--- src/design/graph_weighted_median_search_macros.svh ---
// Assertion macros used by the weighted median search controller.
`ifndef GRAPH_WEIGHTED_MEDIAN_SEARCH_MACROS_SVH
`define GRAPH_WEIGHTED_MEDIAN_SEARCH_MACROS_SVH

// Same-cycle implication, sampled on clk_i, off during reset.
`define GWMS_ASSERT_IMP(lbl, ante, cons, msg) \
  lbl: assert property (@(posedge clk_i) disable iff (!rst_ni) (ante) |-> (cons)) \
    else $error(msg);

// Next-cycle implication, sampled on clk_i, off during reset.
`define GWMS_ASSERT_NXT(lbl, ante, cons, msg) \
  lbl: assert property (@(posedge clk_i) disable iff (!rst_ni) (ante) |=> (cons)) \
    else $error(msg);

`endif

--- src/design/gwms_pkg.sv ---
// Types, sizes and codes shared by the weighted median search modules.
`default_nettype none
package gwms_pkg;

  localparam int unsigned MAX_NODES = 1024;
  localparam int unsigned MAX_EDGES = 2048;

  localparam int unsigned NODE_W = $clog2(MAX_NODES);
  localparam int unsigned CNT_W  = NODE_W + 1;
  localparam int unsigned EIDX_W = $clog2(MAX_EDGES);
  localparam int unsigned FILL_W = EIDX_W + 1;
  localparam int unsigned IDX_W  = (EIDX_W > NODE_W) ? EIDX_W : NODE_W;

  localparam int unsigned OP_W   = 2;
  localparam int unsigned WT_W   = 10;
  localparam int unsigned LEN_W  = 8;
  localparam int unsigned DIST_W = 20;
  localparam int unsigned PROD_W = WT_W + DIST_W;
  localparam int unsigned TOT_W  = 32;
  localparam int unsigned ACC_W  = TOT_W + 1;
  localparam int unsigned EDGE_W = 2 * NODE_W + LEN_W;

  localparam logic [WT_W-1:0]   WT_MAX   = '1;
  localparam logic [DIST_W-1:0] DIST_INF = '1;
  localparam logic [ACC_W-1:0]  ACC_SAT  = {1'b1, {TOT_W{1'b0}}};

  typedef enum logic [OP_W-1:0] {
    OP_WEIGHT = 2'd0,
    OP_EDGE   = 2'd1,
    OP_START  = 2'd2
  } op_e;

  typedef struct packed {
    logic             wt_rd;
    logic             wt_wr;
    logic             edge_add;
    logic             edge_rd;
    logic             dist_init;
    logic             relax;
    logic             chg_clr;
    logic             sum_rd;
    logic             acc_clr;
    logic             best_init;
    logic             best_upd;
    logic             out_load;
    logic             clr_wr;
    logic             clr_fill;
    logic [IDX_W-1:0] idx;
    logic [NODE_W-1:0] src;
  } cmd_t;

  typedef struct packed {
    logic [CNT_W-1:0]  n;
    logic [FILL_W-1:0] fill;
    logic              changed;
    logic              edge_skip;
    logic              sum_busy;
    logic              out_busy;
  } stat_t;

endpackage
`default_nettype wire

--- src/design/gwms_ctrl.sv ---
// Controller: sequences loading, per-source relaxation sweeps, summing and clearing.
`default_nettype none
`include "graph_weighted_median_search_macros.svh"
module gwms_ctrl (
  input  logic                       clk_i,
  input  logic                       rst_ni,
  input  logic                       in_valid_i,
  input  logic [gwms_pkg::OP_W-1:0]  opcode_i,
  output logic                       in_ready_o,
  input  gwms_pkg::stat_t            stat_i,
  output gwms_pkg::cmd_t             cmd_o
);
  import gwms_pkg::*;

  localparam logic [3:0] ST_CLR   = 4'd0;
  localparam logic [3:0] ST_IDLE  = 4'd1;
  localparam logic [3:0] ST_WINC  = 4'd2;
  localparam logic [3:0] ST_SRC   = 4'd3;
  localparam logic [3:0] ST_DINIT = 4'd4;
  localparam logic [3:0] ST_SWEEP = 4'd5;
  localparam logic [3:0] ST_ERD   = 4'd6;
  localparam logic [3:0] ST_EDR   = 4'd7;
  localparam logic [3:0] ST_EDD   = 4'd8;
  localparam logic [3:0] ST_SEND  = 4'd9;
  localparam logic [3:0] ST_SUM   = 4'd10;
  localparam logic [3:0] ST_SUMW  = 4'd11;
  localparam logic [3:0] ST_NEXT  = 4'd12;
  localparam logic [3:0] ST_DONE  = 4'd13;

  logic [3:0]        state_q, state_d;
  logic [IDX_W-1:0]  idx_q, idx_d;
  logic [NODE_W-1:0] src_q, src_d;
  logic [IDX_W:0]    idx_inc;
  logic [CNT_W-1:0]  src_inc;
  logic              node_end, edge_end, clr_end, src_end;

  assign idx_inc  = {1'b0, idx_q} + (IDX_W+1)'(1);
  assign src_inc  = {1'b0, src_q} + CNT_W'(1);
  assign node_end = idx_inc == (IDX_W+1)'(stat_i.n);
  assign edge_end = idx_inc == (IDX_W+1)'(stat_i.fill);
  assign clr_end  = idx_inc == (IDX_W+1)'(MAX_NODES);
  assign src_end  = src_inc == stat_i.n;

  always_comb begin
    state_d    = state_q;
    idx_d      = idx_q;
    src_d      = src_q;
    in_ready_o = 1'b0;
    cmd_o      = '0;
    cmd_o.idx  = idx_q;
    cmd_o.src  = src_q;
    unique case (state_q)
      ST_CLR: begin
        cmd_o.clr_wr   = 1'b1;
        cmd_o.clr_fill = 1'b1;
        idx_d          = idx_inc[IDX_W-1:0];
        if (clr_end) begin
          idx_d   = '0;
          state_d = ST_IDLE;
        end
      end
      ST_IDLE: begin
        in_ready_o = 1'b1;
        if (in_valid_i) begin
          unique case (opcode_i)
            OP_WEIGHT: begin
              cmd_o.wt_rd = 1'b1;
              state_d     = ST_WINC;
            end
            OP_EDGE:  cmd_o.edge_add = 1'b1;
            OP_START: state_d = ST_SRC;
            default: ;
          endcase
        end
      end
      ST_WINC: begin
        cmd_o.wt_wr = 1'b1;
        state_d     = ST_IDLE;
      end
      ST_SRC: begin
        cmd_o.best_init = 1'b1;
        src_d           = '0;
        idx_d           = '0;
        state_d         = (stat_i.n == '0) ? ST_DONE : ST_DINIT;
      end
      ST_DINIT: begin
        cmd_o.dist_init = 1'b1;
        cmd_o.acc_clr   = 1'b1;
        idx_d           = idx_inc[IDX_W-1:0];
        if (node_end) begin
          idx_d   = '0;
          state_d = ST_SWEEP;
        end
      end
      ST_SWEEP: begin
        cmd_o.chg_clr = 1'b1;
        idx_d         = '0;
        state_d       = (stat_i.fill == '0) ? ST_SUM : ST_ERD;
      end
      ST_ERD: begin
        cmd_o.edge_rd = 1'b1;
        state_d       = ST_EDR;
      end
      ST_EDR: begin
        if (stat_i.edge_skip) begin
          idx_d   = idx_inc[IDX_W-1:0];
          state_d = edge_end ? ST_SEND : ST_ERD;
        end else begin
          state_d = ST_EDD;
        end
      end
      ST_EDD: begin
        cmd_o.relax = 1'b1;
        idx_d       = idx_inc[IDX_W-1:0];
        state_d     = edge_end ? ST_SEND : ST_ERD;
      end
      ST_SEND: begin
        // repeat the sweep until no distance moves
        idx_d   = '0;
        state_d = stat_i.changed ? ST_SWEEP : ST_SUM;
      end
      ST_SUM: begin
        cmd_o.sum_rd = 1'b1;
        idx_d        = idx_inc[IDX_W-1:0];
        if (node_end) begin
          idx_d   = '0;
          state_d = ST_SUMW;
        end
      end
      ST_SUMW: begin
        if (!stat_i.sum_busy) begin
          state_d = ST_NEXT;
        end
      end
      ST_NEXT: begin
        cmd_o.best_upd = 1'b1;
        idx_d          = '0;
        if (src_end) begin
          state_d = ST_DONE;
        end else begin
          src_d   = src_inc[NODE_W-1:0];
          state_d = ST_DINIT;
        end
      end
      ST_DONE: begin
        if (!stat_i.out_busy) begin
          cmd_o.out_load = 1'b1;
          idx_d          = '0;
          state_d        = ST_CLR;
        end
      end
      default: state_d = ST_CLR;
    endcase
  end

  always_ff @(posedge clk_i or negedge rst_ni) begin
    if (!rst_ni) begin
      state_q <= ST_CLR;
      idx_q   <= '0;
      src_q   <= '0;
    end else begin
      state_q <= state_d;
      idx_q   <= idx_d;
      src_q   <= src_d;
    end
  end

  `GWMS_ASSERT_NXT(a_wt_rmw, cmd_o.wt_rd, cmd_o.wt_wr, "weight read not followed by write")
  `GWMS_ASSERT_IMP(a_out_free, cmd_o.out_load, !stat_i.out_busy, "result loaded over pending one")
  `GWMS_ASSERT_IMP(a_relax_ok, cmd_o.relax, !stat_i.edge_skip, "relaxing an edge out of range")
  `GWMS_ASSERT_IMP(a_fill_max, 1'b1, stat_i.fill <= FILL_W'(MAX_EDGES), "edge count overrun")

endmodule
`default_nettype wire

--- config.mk ---
export PLATFORM = sky130hd
export DESIGN_NAME = gwms_ctrl
export DESIGN_NICKNAME = d
export VERILOG_FILES = /design/src/design/gwms_pkg.sv /design/src/design/gwms_ctrl.sv
export VERILOG_INCLUDE_DIRS = /design/src /design/src/design
export SDC_FILE = /design/constraint.sdc
export NUM_CORES = 1
export LEC_CHECK = 0
export BUFFER_PORTS_ARGS = -buffer_cell sky130_fd_sc_hd__buf_2
export CORE_ASPECT_RATIO = 1.2
export CORE_UTILIZATION = 40
export CTS_BUF_LIST = sky130_fd_sc_hd__clkbuf_16
export CTS_CLUSTER_DIAMETER = 100
export DETAILED_ROUTE_END_ITERATION = 8
export GPL_TIMING_DRIVEN = 0
export SLEW_MARGIN = 20
export SYNTH_ARGS = -nofsm -noshare
export SYNTH_HDL_FRONTEND = slang
export SYNTH_SLANG_ARGS = --single-unit
--- constraint.sdc ---
create_clock -name clk_i -period 3.95 [get_ports clk_i]
set_input_delay 0.395 -clock clk_i [delete_from_list [all_inputs] [get_ports clk_i]]
set_output_delay 0.395 -clock clk_i [all_outputs]
set_load 0.03 [all_outputs]
### Word level (Yosys, flattened, before mapping)

Index checks and enable logic that the tools add are counted.

| storage, ports and cells | value |
|---|---|
| register bits | 25 |
| input bits | 32 |
| output and inout bits | 36 |
| logic and storage cells | 83 |

| cells by class | value |
|---|---|
| add/sub/neg operators | 2 |
| equal/unequal tests | 28 |
| mux-type cells | 39 |
| reductions and logical operators | 11 |

Operator list:

| kind | number |
|---|---|
| one-hot mux 11 bit (6 select lines) | 1 |
| one-hot mux 4 bit (14 select lines) | 1 |
| two-way mux 4 bit | 12 |
| two-way mux 11 bit | 4 |
| == test 4 bit (second input constant) | 6 |
| one-hot mux 10 bit (2 select lines) | 1 |
| two-way mux 1 bit | 17 |
| == test 4 x 3 -> 1 bit (second input constant) | 4 |
| != test 2 bit (second input constant) | 8 |
| adder 11 x 1 -> 12 bit (second input constant) | 1 |
| == test 12 x 11 -> 1 bit | 1 |
| == test 12 x 11 -> 1 bit (second input constant) | 1 |
| == test 12 bit | 1 |
| logical NOT 12 bit | 1 |
| adder 10 x 1 -> 11 bit (second input constant) | 1 |
| == test 11 bit | 1 |
| logical NOT 11 bit | 1 |
| two-way mux 10 bit | 1 |
| == test 4 x 2 -> 1 bit (second input constant) | 2 |
| one-hot mux 4 bit (2 select lines) | 1 |
| AND reduction 7 bit | 1 |
| nonzero test 6 bit | 1 |
| == test 4 x 1 -> 1 bit (second input constant) | 1 |
| logical NOT 4 bit | 1 |
| 10 further kinds | 10 |

### Logic depth before layout (Yosys ltp)

Gate-level depths: netlist of the first run.

| logic depth | value |
|---|---|
| depth after elaboration | 5 |
| depth in mapped cells | 10 |
| mapped depth without buffers | 8 |

### Worst setup path after synthesis of the first run

Ideal clock, no wire load.

| timing | value |
|---|---|
| path type | reg-to-reg |
| start | register idx_q[1] |
| end | register state_q[1] |
| library setup time | 0.128 ns |
| arrival time | 2.642 ns |
| required time | 3.822 ns |
| setup slack | 1.180 ns |
| stages on the path, launching flop included | 11 |
| buffers on the path | 2 |
| clock period less this slack | 2.770 ns |
| path through | dfrtp_1 > ha_1 > buf_2 > and4_1 > and3_1 > buf_4 > xnor2_1 > nor4_2 > a31oi_2 > nor3_4 > mux2_1 |

| on the way | value |
|---|---|
| cells in the longest elaborated chain, start to end | 5 |
| elaborated cells between the ends (all ways) | 11 |
| those cells by class | add/sub: 1; eq/ne: 6; mux: 3; reduce/logical: 1 |

RTL lines:

| item | line | source |
|---|---|---|
| from (decl) | gwms_ctrl.sv:31 | `logic [IDX_W-1:0] idx_q, idx_d;` |
| from (signal assigned) | gwms_ctrl.sv:163 | `idx_q <= idx_d;` |
| adder 11 x 1 -> 12 bit (*) | gwms_ctrl.sv:37 | `assign idx_inc = {1'b0, idx_q} + (IDX_W+1)'(1);` |
| == test 12 bit | gwms_ctrl.sv:40 | `assign edge_end = idx_inc == (IDX_W+1)'(stat_i.fill);` |
| two-way mux 4 bit | gwms_ctrl.sv:107, gwms_ctrl.sv:115 |  |
| two-way mux 4 bit | gwms_ctrl.sv:105 | `if (stat_i.edge_skip) begin` |
| one-hot mux 4 bit (14 select lines) | gwms_ctrl.sv:52 | `unique case (state_q)` |
| to (signal assigned) | gwms_ctrl.sv:162 | `state_q <= state_d;` |
| to (decl) | gwms_ctrl.sv:30 | `logic [3:0] state_q, state_d;` |

Every way passes the cells marked *; elsewhere a longest branch is shown, timed or not.
A chain may end at the register's enable or synchronous reset.

### Worst setup path in the final report of the first run

| timing | value |
|---|---|
| start | register idx_q[1] |
| end | register idx_q[5] |

| on the way | value |
|---|---|
| cells in the longest elaborated chain, start to end | 4 |
| elaborated cells between the ends (all ways) | 7 |
| those cells by class | add/sub: 1; eq/ne: 2; mux: 4 |

RTL lines:

| item | line |
|---|---|
| adder 11 x 1 -> 12 bit (*) | gwms_ctrl.sv:37 |
| == test 12 x 11 -> 1 bit, on equally long branches | gwms_ctrl.sv:39, gwms_ctrl.sv:41 |
| two-way mux 11 bit, on equally long branches | gwms_ctrl.sv:90, gwms_ctrl.sv:125, gwms_ctrl.sv:57 |
| one-hot mux 11 bit (6 select lines) (*) | gwms_ctrl.sv:52 |

Every way passes the cells marked *; elsewhere a longest branch is shown, timed or not. The select of a mux whose other input is x is not followed.

==> flow_summary_export.csv, run 1 <==
group,metric,value,unit
run_status,status,"finished, final reports clean",
synth,ys_ff_latch,25,
finish,n_fill_cell,771,
power_and_ir_drop,clkPwrFrac,12.3,%
worst_setup_path,worst_setup_path_end_kind,"flop",
placement,gp_congestion,0.920,
floorplan,dieArea,0.00794,mm^2
synth,netlist_area,0.00303,mm^2
synth,synth.area.top_cells,"dfrtp_1 21%, xnor2_1 6.4%, o21ai_0 5.1%",
sta,worstMarginPinSlew,1010,ps
clock_tree,clk_pin_slew,70,ps
synth,yosys.cell_types.count,69,
clock_tree,root_buffer,"clkbuf_16",
grt,track_usage,25.3,%
worst_setup_path,critPathMaxFanout,10,
synth,yosysSeqAreaShare,20.6,%
sta,slew_headroom,32.0,%
power_and_ir_drop,power_density,552,mW/mm^2
sta,clock.fmax,325,MHz
grt,grt_pass1_wl,15800,um
routing,wire_per_inst,17.1,um
worst_setup_path,cp.required,4070,ps
sta,fin_skew,5.51,ps
sta,setup_viol,0,
routing,drt-initial-drc-count,222,
clock_tree,cts_resized,0,
worst_setup_path,cp.arrival,3200,ps
clock_tree,hold_buffers,0,
grt,first_global_vias,3176,
sta,setup_slack,869,ps
grt,antenna_found_initial,0,
synth,synthesis.nets,441,
routing,drt_first_pass_iters,5,
synth,syn-instance-count,407,
floorplan,rows,34,
routing,drt-vias-per-instance,6.04,
power_and_ir_drop,p_switching,1.06,mW
sta,rsz0062_at_grt,"no",
routing,drt-total-wl,9720,um
finish,antenna_cells,0,
synth,synth_warnings,0,
worst_setup_path,cp_slowest_cell,"nor4_4",
floorplan,ios,68,
power_and_ir_drop,leakagePower,1.57,nW
routing,drc,0,
worst_setup_path,path_delay_family,"simple AND/OR/NAND/NOR gates",
clock_tree,cts_tree,"built",
synth,post_synth.cell_area_avg,7.45,um^2
sta,setup_tns,0,ps
placement,numPortBuffers,66,
worst_setup_path,cp_cell_sequence,"ha_1, buf_2, and4_1, and3_1, buf_4, xnor2_1, nor4_2, a31oi_2, nor4_4, a211oi_1",
grt,grt.overflow.total,0,
synth,synth-main-ff-cell,"dfrtp_1",
clock_tree,numCtsBuffers,3,
clock_tree,postCtsSetupBuffers,0,
power_and_ir_drop,swShare,53.9,%
sta,min_period,3080,ps
power_and_ir_drop,p_int,0.904,mW
synth,synth_top_area_cell,"dfrtp_1",
finish,nets,512,
power_and_ir_drop,power_frac_comb,68.4,%
clock_tree,ctsLongestPathBuffers,2,
floorplan,die_w,81.5,um
sta,fin_crit_sh,78.0,%
routing,ant_nets,0,
worst_setup_path,startpoint_type,"flop",
floorplan,start_util,41.5,%
placement,dpl_worst_slack,896,ps
synth,synth_edf_count,0,
sta,hold_viol,0,
placement,hpwl,7590,um
synth,synth_top_area_share,20.6,%
routing,via_count,3427,
clock_tree,clock_latency,270,ps
sta,hold_slack,133,ps
worst_setup_path,max_stage_delay,560,ps
job,cap_violations,0,
power_and_ir_drop,ir_drop,0.326,mV
worst_setup_path,worst-path-buf-inv,2,
finish,syn_to_final_growth,17.3,%
clock_tree,numClockSinks,25,
floorplan,die_y,97.4,um
hold_path,hp-class,"in2async",
sta,slew_viol_final,0,
grt,grt_max_degree,26,
floorplan,core-area,0.00732,mm^2
synth,async_flop_share,100,%
worst_setup_path,path_class,"reg2reg",
clock_tree,htree_levels,1,
finish,final_layout_size_suffix_gt1_share,21.2,%
power_and_ir_drop,pwr-share-seq,19.3,%
## worst reg2reg max path, delay by kind of cell (launching register included)
kind,cells,cell delay [ps]
xor gates and xnor gates,1,90
DFF,1,510
adders and majority gates,1,200
and+or+nand+nor,4,1440
AOI/OAI and AO/OA,2,390
buffers and inverters,2,330
## final cells by class
cell class | instances | area (um^2) | area share (%)
repair buffers | 66 | 330 | 9.28
flip-flops and latches | 25 | 626 | 17.6
clock buffers | 3 | 75.1 | 2.11
clock inverters | 1 | 7.51 | 0.211
inverters | 17 | 63.8 | 1.79
well taps | 90 | 113 | 3.16
plain buffers | 31 | 155 | 4.36
multi-input cells | 334 | 2190 | 61.5
## worst paths after layout
check                                startpoint  cells after the start  slack (ps)              endpoint
max reg2reg                idx_q[1]$_DFFE_PN0P_                     10         870  idx_q[5]$_DFFE_PN0P_
min reg2reg                src_q[1]$_DFFE_PN0P_                      2         600  src_q[1]$_DFFE_PN0P_
min in group clk_i         src_q[1]$_DFFE_PN0P_                      2         600  src_q[1]$_DFFE_PN0P_
min                                      rst_ni                      1         130  src_q[3]$_DFFE_PN0P_
max                        idx_q[1]$_DFFE_PN0P_                     10         870  idx_q[5]$_DFFE_PN0P_
max in group asynchronous                rst_ni                      1        3410  idx_q[9]$_DFFE_PN0P_
## sequential cells by signal (all words and copies together), names as in the netlist
signal	count
state_q	4
src_q	10
idx_q	11
## Yosys cell counts (2+ instances only)
library cell / number
o211ai_1: 3
nand2_1: 32
a32o_1: 2
a221o_1: 2
inv_1: 17
o21bai_1: 2
nor3_1: 18
a21o_1: 2
nor4_1: 11
nand4b_1: 2
buf_4: 5
or3_1: 2
nor4b_2: 2
o31ai_1: 3
nor2b_1: 6
mux2i_1: 12
and4_1: 7
nand4_1: 4
a211oi_1: 7
o211a_1: 2
a31o_2: 2
a22o_1: 3
ha_1: 2
nor2_1: 41
xor2_1: 13
and3_1: 7
a31oi_1: 6
a211o_1: 4
a21boi_0: 2
xnor2_1: 22
a22oi_1: 4
nor3_4: 2
nand2b_1: 3
clkbuf_1: 13
a2111o_1: 2
nand3_1: 19
and2_1: 2
buf_2: 10
buf_1: 2
a21oi_1: 22
or2_2: 3
o21ai_0: 31
dfrtp_1: 25
## kinds of logic after synthesis
group | after synthesis | share of synthesized area (%)
muxes | 14 | 4.70
AOI/OAI and AO/OA | 114 | 25.4
xor gates and xnor gates | 36 | 10.9
DFF | 25 | 20.6
adders and majority gates | 2 | 0.825
buffers and inverters | 48 | 7.22
and+or+nand+nor | 168 | 30.3
## per-stage QoR
step	total power [mW]	util (%)	instance area [um^2]	instances
after global placement	1.70	47.5	3480	563
after detailed placement	1.71	47.5	3480	563
after floorplan	1.34	-	3030	407
after CTS	1.96	48.6	3560	567
after global routing	2.11	48.6	3560	567
final	1.96	48.6	3560	567
## power groups by stage
| stage | Combinational (mW) | Clock (mW) | Sequential (mW) |
|---|---|---|---|
| final | 1.34 | 0.242 | 0.379 |
| after floorplan | 0.914 | 0 | 0.430 |
| after CTS | 1.33 | 0.250 | 0.377 |
| after global routing | 1.46 | 0.260 | 0.387 |
| after global placement | 1.31 | 0 | 0.381 |
| after detailed placement | 1.32 | 0 | 0.382 |
## cell usage in the layout, fill, tap and decap left out, types with 3 or more instances in the layout
cell type / synthesis / layout
nor2b_1: 6 / 6
nand2_1: 32 / 32
nand4_1: 4 / 4
dfrtp_1: 25 / 25
a21oi_1: 22 / 22
nand2b_1: 3 / 3
a22oi_1: 4 / 4
a22o_1: 3 / 3
buf_2: 10 / 76
clkbuf_1: 13 / 13
a211o_1: 4 / 4
nor4_1: 11 / 11
nor2_1: 41 / 41
a31oi_1: 6 / 6
and4_1: 7 / 7
o31ai_1: 3 / 3
xor2_1: 13 / 13
o21ai_0: 31 / 31
or2_2: 3 / 3
clkbuf_16: 0 / 3
nor3_1: 18 / 18
nand3_1: 19 / 19
o211ai_1: 3 / 3
buf_4: 5 / 5
and3_1: 7 / 7
inv_1: 17 / 17
a211oi_1: 7 / 7
mux2i_1: 12 / 12
xnor2_1: 22 / 22
## routing by layer
| metal | routed length (um) | share of wire (%) | track usage [%] |
|---|---|---|---|
| met3 | 572 | 5.9 | 2.44 |
| met4 | 335 | 3.4 | 9.48 |
| met5 | 0 | 0 | 0 |
| met2 | 4630 | 48 | 40.4 |
| met1 | 4190 | 43 | 34.5 |
(Power assumes the default switching activity.)
==> run 2: changes to the inputs <==
--- a/config.mk
+++ b/config.mk
@@ -6,6 +6,7 @@
 export SDC_FILE = /design/constraint.sdc
 export NUM_CORES = 1
 export LEC_CHECK = 0
+export ABC_AREA = 1
 export BUFFER_PORTS_ARGS = -buffer_cell sky130_fd_sc_hd__buf_2
 export CORE_ASPECT_RATIO = 1.2
 export CORE_UTILIZATION = 40
==> constraint.sdc (replaced) <==
create_clock -name clk_i -period 2.9 [get_ports clk_i]
set_input_delay 0.29 -clock clk_i [delete_from_list [all_inputs] [get_ports clk_i]]
set_output_delay 0.29 -clock clk_i [all_outputs]
set_load 0.03 [all_outputs]
==> run 2 against run 1 <==
Effect of this change:
- hold slack got worse by 100 ps
- first-iteration DRC count fell by 29%
- combinational power fell by 94%
- clock skew barely moved
- highest routed layer unchanged
==> flow_summary_export.csv, run 2 <==
group,metric,value,unit
grt,use_met1,32.3,%
worst_setup_path,critPathMaxFanout,10,
floorplan,die_w,78.0,um
floorplan,core-area,0.00657,mm^2
finish,antenna_cells,0,
synth,synth_warnings,0,
grt,first_global_vias,3020,
power_and_ir_drop,power_density,228,mW/mm^2
run_status,status,"finished, final reports clean",
sta,slew_viol_final,0,
sta,hold_viol,0,
worst_setup_path,crit_start,"idx_q[0]$_DFFE_PN0P_",
sta,slew_headroom,59.4,%
synth,synth_top_area_share,22.6,%
job,cap_violations,0,
floorplan,ios,68,
clock_tree,cts_resized,0,
synth,synth_edf_count,0,
power_and_ir_drop,clkPwrFrac,42.2,%
routing,drt-vias-per-instance,5.08,
synth,ys_ff_latch,25,
finish,layout_commonest_cell,"nand2_1",
power_and_ir_drop,p_switching,0.182,mW
finish,utilization,50.1,%
worst_setup_path,ff2ff_path_depth,13,
clock_tree,ctsLongestPathBuffers,2,
routing,ant_nets,0,
clock_tree,numClockSinks,25,
power_and_ir_drop,power_frac_comb,11.5,%
worst_setup_path,worst-path-buf-inv,1,
floorplan,dieArea,0.00726,mm^2
synth,synth_most_common_cell,"nand2_1",
finish,syn_to_final_growth,18.8,%
finish,largest_register,"idx_q",
worst_setup_path,crit_cells,13,
finish,reg.largest.list,"idx_q x11, src_q x10, state_q x4",
clock_tree,clk_pin_slew,70,ps
clock_tree,hold_buffers,0,
worst_setup_path,cp_slowest_cell,"dfrtp_1",
synth,netlist_area,0.00277,mm^2
floorplan,die_y,93.2,um
clock_tree,htree_levels,1,
sta,setup_tns,0,ps
floorplan,start_util,42.2,%
finish,nets,575,
sta,fin_crit_sh,82.7,%
routing,via_count,3173,
worst_setup_path,max_stage_delay,550,ps
power_and_ir_drop,ir_drop,0.181,mV
worst_setup_path,cp.required,3060,ps
placement,hpwl,7120,um
worst_setup_path,worst_setup_path_end_kind,"flop",
grt,grt_max_degree,26,
synth,synthesis.nets,503,
clock_tree,clock_latency,260,ps
placement,numPortBuffers,67,
routing,drt-initial-drc-count,158,
sta,rsz0062_at_grt,"no",
worst_setup_path,startpoint_type,"flop",
placement,gp_congestion,0.932,
synth,async_flop_share,100,%
sta,fin_skew,5.70,ps
clock_tree,root_buffer,"clkbuf_16",
power_and_ir_drop,swShare,24.2,%
sta,setup_viol,0,
worst_setup_path,cp_cell_sequence,"ha_1, nand3_2, nor2_1, nand3b_1, nand2_2, nor2_1, nor3_1, nand3_1, nand2_2, nand2_2, buf_6, nand3_1, nand2_1",
hold_path,hp-class,"in2async",
grt,grt.busiest_layer,"met2",
finish,final_cell_mix,"147 x nand2_1, 69 x buf_2, 65 x inv_1",
grt,met3_usage,1.66,%
synth,yosys.cell_types.count,36,
synth,synth-main-ff-cell,"dfrtp_1",
worst_setup_path,path_delay_family,"simple AND/OR/NAND/NOR gates",
synth,synth.area.top_cells,"dfrtp_1 23%, nand2_1 20%, nand3_1 9.9%",
synth,syn-instance-count,469,
clock_tree,numCtsBuffers,3,
sta,min_period,2400,ps
worst_setup_path,cp.arrival,2560,ps
worst_setup_path,path_common_cell,"nand2_2",
finish,n_fill_cell,731,
sta,setup_slack,501,ps
finish,largest_reg_flops,11,
routing,drt_first_pass_iters,5,
grt,use_met2,45.1,%
worst_setup_path,path_class,"reg2reg",
power_and_ir_drop,leakagePower,1.88,nW
synth,yosysSeqAreaShare,22.6,%
grt,antenna_found_initial,0,
clock_tree,postCtsSetupBuffers,0,
grt,track_usage,25.4,%
worst_setup_path,r2r_end,"idx_q[9]$_DFFE_PN0P_",
power_and_ir_drop,p_int,0.570,mW
clock_tree,cts_tree,"built",
synth,post_synth.cell_area_avg,5.91,um^2
grt,grt_pass1_wl,14400,um
grt,grt.overflow.total,0,
sta,worstMarginPinSlew,609,ps
floorplan,rows,32,
routing,drc,0,
finish,final_layout_size_suffix_gt1_share,19.1,%
worst_setup_path,crit_end,"idx_q[9]$_DFFE_PN0P_",
worst_setup_path,reg2reg_from,"idx_q[0]$_DFFE_PN0P_",
synth,synth_common_cells,"147 x nand2_1, 65 x inv_1, 63 x nor2_1",
sta,clock.fmax,417,MHz
routing,drt-total-wl,8590,um
placement,dpl_worst_slack,499,ps
worst_setup_path,rrSetupSlack,500,ps
routing,wire_per_inst,13.7,um
synth,synth_top_area_cell,"dfrtp_1",
power_and_ir_drop,pwr-share-seq,46.3,%
## run 2: cell count changes in the layout (fill, tap and decap cells not counted), sizes merged, moves of 19 or more
cell / delta
a21oi: -19
inv: +49
nand2: +124
nand3: +42
nand4: +22
nor2: +27
o21ai: -20
xnor2: -20
## run 2: layout make-up
cell class | instances | area [um^2] | area share, %
repair buffers | 67 | 335 | 10.2
plain buffers | 9 | 62.6 | 1.90
inverters | 68 | 255 | 7.75
clock inverters | 1 | 5.00 | 0.152
well taps | 85 | 106 | 3.23
multi-input cells | 367 | 1830 | 55.5
clock buffers | 3 | 75.1 | 2.28
flip-flops and latches | 25 | 626 | 19.0
## run 2: stage by stage
stage | hold slack, ps | instance area, um^2 | instances | power (mW)
final | 29.3 | 3290 | 625 | 0.752
after detailed placement | 337 | 3210 | 621 | 0.442
after global routing | 76.9 | 3290 | 625 | 0.791
after CTS | 56.2 | 3290 | 625 | 0.760
after floorplan | -5.59 | 2770 | 469 | 0.394
after global placement | 331 | 3210 | 621 | 0.441
## run 2: worst min path at each step
stage | start | to | slack (ps)
2_1_floorplan | rst_ni | idx_q[0]$_DFFE_PN0P_ | -6
3_3_place_gp | rst_ni | idx_q[4]$_DFFE_PN0P_ | 330
3_5_place_dp | rst_ni | idx_q[4]$_DFFE_PN0P_ | 340
4_1_cts | rst_ni | idx_q[4]$_DFFE_PN0P_ | 60
5_1_grt | rst_ni | idx_q[9]$_DFFE_PN0P_ | 80
6_report | rst_ni | idx_q[4]$_DFFE_PN0P_ | 30
## run 2: cells by family (layout without fill, tap and decap cells)
family                     after synthesis  count (layout)  synth area share, %
adders and majority gates                2               2                0.903
AOI/OAI and AO/OA                       20              20                 4.20
DFF                                     25              25                 22.6
xor gates and xnor gates                12              12                 4.79
and+or+nand+nor                        333             333                 56.1
buffers and inverters                   77             148                 11.5
## run 2: power by group through the flow
| stage | logic (mW) | clock network (mW) | registers [mW] |
|---|---|---|---|
| floorplan | 0.0385 | 0 | 0.355 |
| global placement | 0.0858 | 0 | 0.355 |
| detailed placement | 0.0865 | 0 | 0.355 |
| CTS | 0.0871 | 0.325 | 0.348 |
| global route | 0.0979 | 0.345 | 0.348 |
| finish | 0.0865 | 0.317 | 0.348 |
## run 2: routing by layer
metal | vias up | wire [um]
met1 | 1427 | 3890
li1 | 1656 | -
met2 | 80 | 4190
met4 | 0 | 207
met5 | - | 0
met3 | 10 | 300
==> run 3: changes to the inputs <==
--- a/config.mk
+++ b/config.mk
@@ -14,6 +14,7 @@
 export CTS_CLUSTER_DIAMETER = 100
 export DETAILED_ROUTE_END_ITERATION = 8
 export GPL_TIMING_DRIVEN = 0
+export PLACE_DENSITY = 0.65
 export SLEW_MARGIN = 20
 export SYNTH_ARGS = -nofsm -noshare
 export SYNTH_HDL_FRONTEND = slang
==> constraint.sdc (replaced) <==
create_clock -name clk_i -period 2.1 [get_ports clk_i]
set_input_delay 0.21 -clock clk_i [delete_from_list [all_inputs] [get_ports clk_i]]
set_output_delay 0.21 -clock clk_i [all_outputs]
set_load 0.03 [all_outputs]
==> run 3 against run 2 <==
Effect of this change:
- the flow now finishes with violations (setup timing)
- critical path depth is the same
- global-route usage shrank 0.68 points
- largest power group unchanged
- via count rose by 6.0%
- non-clock buffer count grew 18
- critical path type unchanged
- worst setup slack worse by 530 ps
- design area is 14% higher
- first-iteration DRC count shrank 9.5%
- fmax up 13%
- sequential power is 38% higher
- combinational power rose by 47%
- wire length up 4.1%
==> flow_summary_export.csv, run 3 (same netlist as run 2, synthesis figures left out) <==
group,metric,value,unit
worst_setup_path,cp.arrival,2280,ps
job,cap_violations,0,
routing,drt-initial-drc-count,143,
finish,utilization,57.2,%
finish,seq_area,639,um^2
sta,slew_viol_final,0,
routing,wire_per_inst,13.9,um
placement,placedCellCount,621,
finish,largest_register,"idx_q",
routing,via_count,3363,
clock_tree,numCtsBuffers,3,
worst_setup_path,cp.required,2250,ps
grt,track_usage,24.7,%
run_status,status,"complete, but fails checks",
clock_tree,clk_pin_slew,70,ps
floorplan,start_util,42.2,%
worst_setup_path,worst_setup_path_end_kind,"flop",
routing,drt-total-wl,8940,um
power_and_ir_drop,power,1.05,mW
floorplan,rows,32,
routing,drc,0,
sta,setup_tns,-121,ps
worst_setup_path,rrSetupSlack,-30,ps
finish,instances_no_fill,644,
clock_tree,root_buffer,"clkbuf_16",
sta,worstMarginPinSlew,606,ps
floorplan,ios,68,
power_and_ir_drop,ir_drop,0.273,mV
grt,grt.overflow.total,0,
finish,nets,594,
routing,ant_nets,0,
grt,grt_pass1_wl,14300,um
finish,reg.largest.list,"idx_q x11, src_q x10, state_q x4",
power_and_ir_drop,power_density,279,mW/mm^2
grt,grt_max_degree,26,
worst_setup_path,startpoint_type,"flop",
finish,antenna_cells,0,
worst_setup_path,path_class,"reg2reg",
finish,final_layout_size_suffix_gt1_share,32.9,%
finish,largest_reg_flops,11,
placement,numPortBuffers,67,
sta,fin_crit_sh,101,%
routing,drt-vias-per-instance,5.22,
sta,slew_headroom,59.6,%
finish,layout_commonest_cell,"nand2_1",
floorplan,die_y,93.2,um
sta,rsz0062_at_grt,"yes",
clock_tree,clock_latency,260,ps
clock_tree,cts_tree,"built",
clock_tree,ctsLongestPathBuffers,2,
grt,first_global_vias,3053,
sta,hold_slack,407,ps
floorplan,die_w,78.0,um
hold_path,hp-class,"in2reg",
finish,final_cell_mix,"130 x nand2_1, 68 x buf_2, 61 x inv_1",
finish,syn_to_final_growth,35.5,%
floorplan,core-area,0.00657,mm^2
sta,hold_viol,0,
floorplan,dieArea,0.00726,mm^2
run_status,violations,"setup timing",
grt,antenna_found_initial,0,
finish,multi_input_comb_area,0.00208,mm^2
sta,min_period,2130,ps
clock_tree,numClockSinks,25,
placement,hpwl,6750,um
power_and_ir_drop,leakagePower,2.01,nW
worst_setup_path,critPathMaxFanout,6,
routing,drt_first_pass_iters,6,
sta,clock.fmax,470,MHz
sta,setup_slack,-29.3,ps
sta,setup_viol,8,
sta,fin_skew,2.81,ps
clock_tree,htree_levels,1,
placement,gp_congestion,1.03,
finish,n_fill_cell,675,
[run 3: power breakdown]
group	switching [mW]	internal, mW
sequential	0	0.481
clock	0.183	0.257
combinational	0.0761	0.0513
[run 3: worst paths after layout]
check / cells after the start / end / start
max in group asynchronous: 2 / src_q[5]$_DFFE_PN0P_ / rst_ni
worst min-delay path: 6 / state_q[0]$_DFFE_PN0P_ / stat_i[1]
worst min register to register: 2 / src_q[6]$_DFFE_PN0P_ / src_q[6]$_DFFE_PN0P_
min in group asynchronous: 2 / idx_q[3]$_DFFE_PN0P_ / rst_ni
worst max-delay path: 13 / idx_q[3]$_DFFE_PN0P_ / idx_q[1]$_DFFE_PN0P_
worst max register to register: 13 / idx_q[3]$_DFFE_PN0P_ / idx_q[1]$_DFFE_PN0P_
[run 3: layout make-up]
| type | count | share of cell area (%) |
|---|---|---|
| Tap cell | 85 | 2.83 |
| Clock inverter | 1 | 0.133 |
| Sequential cell | 25 | 17.0 |
| Multi-Input combinational cell | 368 | 55.5 |
| Buffer | 8 | 1.73 |
| Timing Repair Buffer | 86 | 13.9 |
| Inverter | 68 | 6.86 |
| Clock buffer | 3 | 2.00 |
[run 3: critical path, cell delays in order, from the launching register on]
cell and delay, ps:
dfrtp_2 470, ha_4 210, nand3_4 120, nand2_1 120
nand2_2 120, xor2_1 150, nand3_1 100, nor2_2 130
nand3_1 100, nand2_2 140, nand2_4 90, clkbuf_16 160
nand3_1 70, nand2_1 50
[run 3: per-layer routing]
layer	part of all wire, %	vias up	GRT usage [%]
li1	-	1698	-
met1	45	1556	31.9
met4	3.0	0	7.25
met3	3.2	20	2.24
met5	0	-	0
met2	49	89	43.5
[run 3: per-stage QoR]
stage	setup slack, ps	cell area (um^2)
global route	-167	3750
detailed placement	-237	3230
CTS	-1.39	3440
global placement	-194	3230
floorplan	24.2	2790
finish	-29.3	3750
[run 3: repair_timing]
| item | CTS | global route |
|---|---|---|
| hold buffers | 1 | 0 |
| setup endpoints to repair | 25 | 28 |
| buffers inserted | 5 | 11 |
| pin swaps | 5 | 30 |
| gates resized for setup | 15 | 68 |
| gates cloned | 1 | 2 |
| hold endpoints to repair | 25 | 0 |
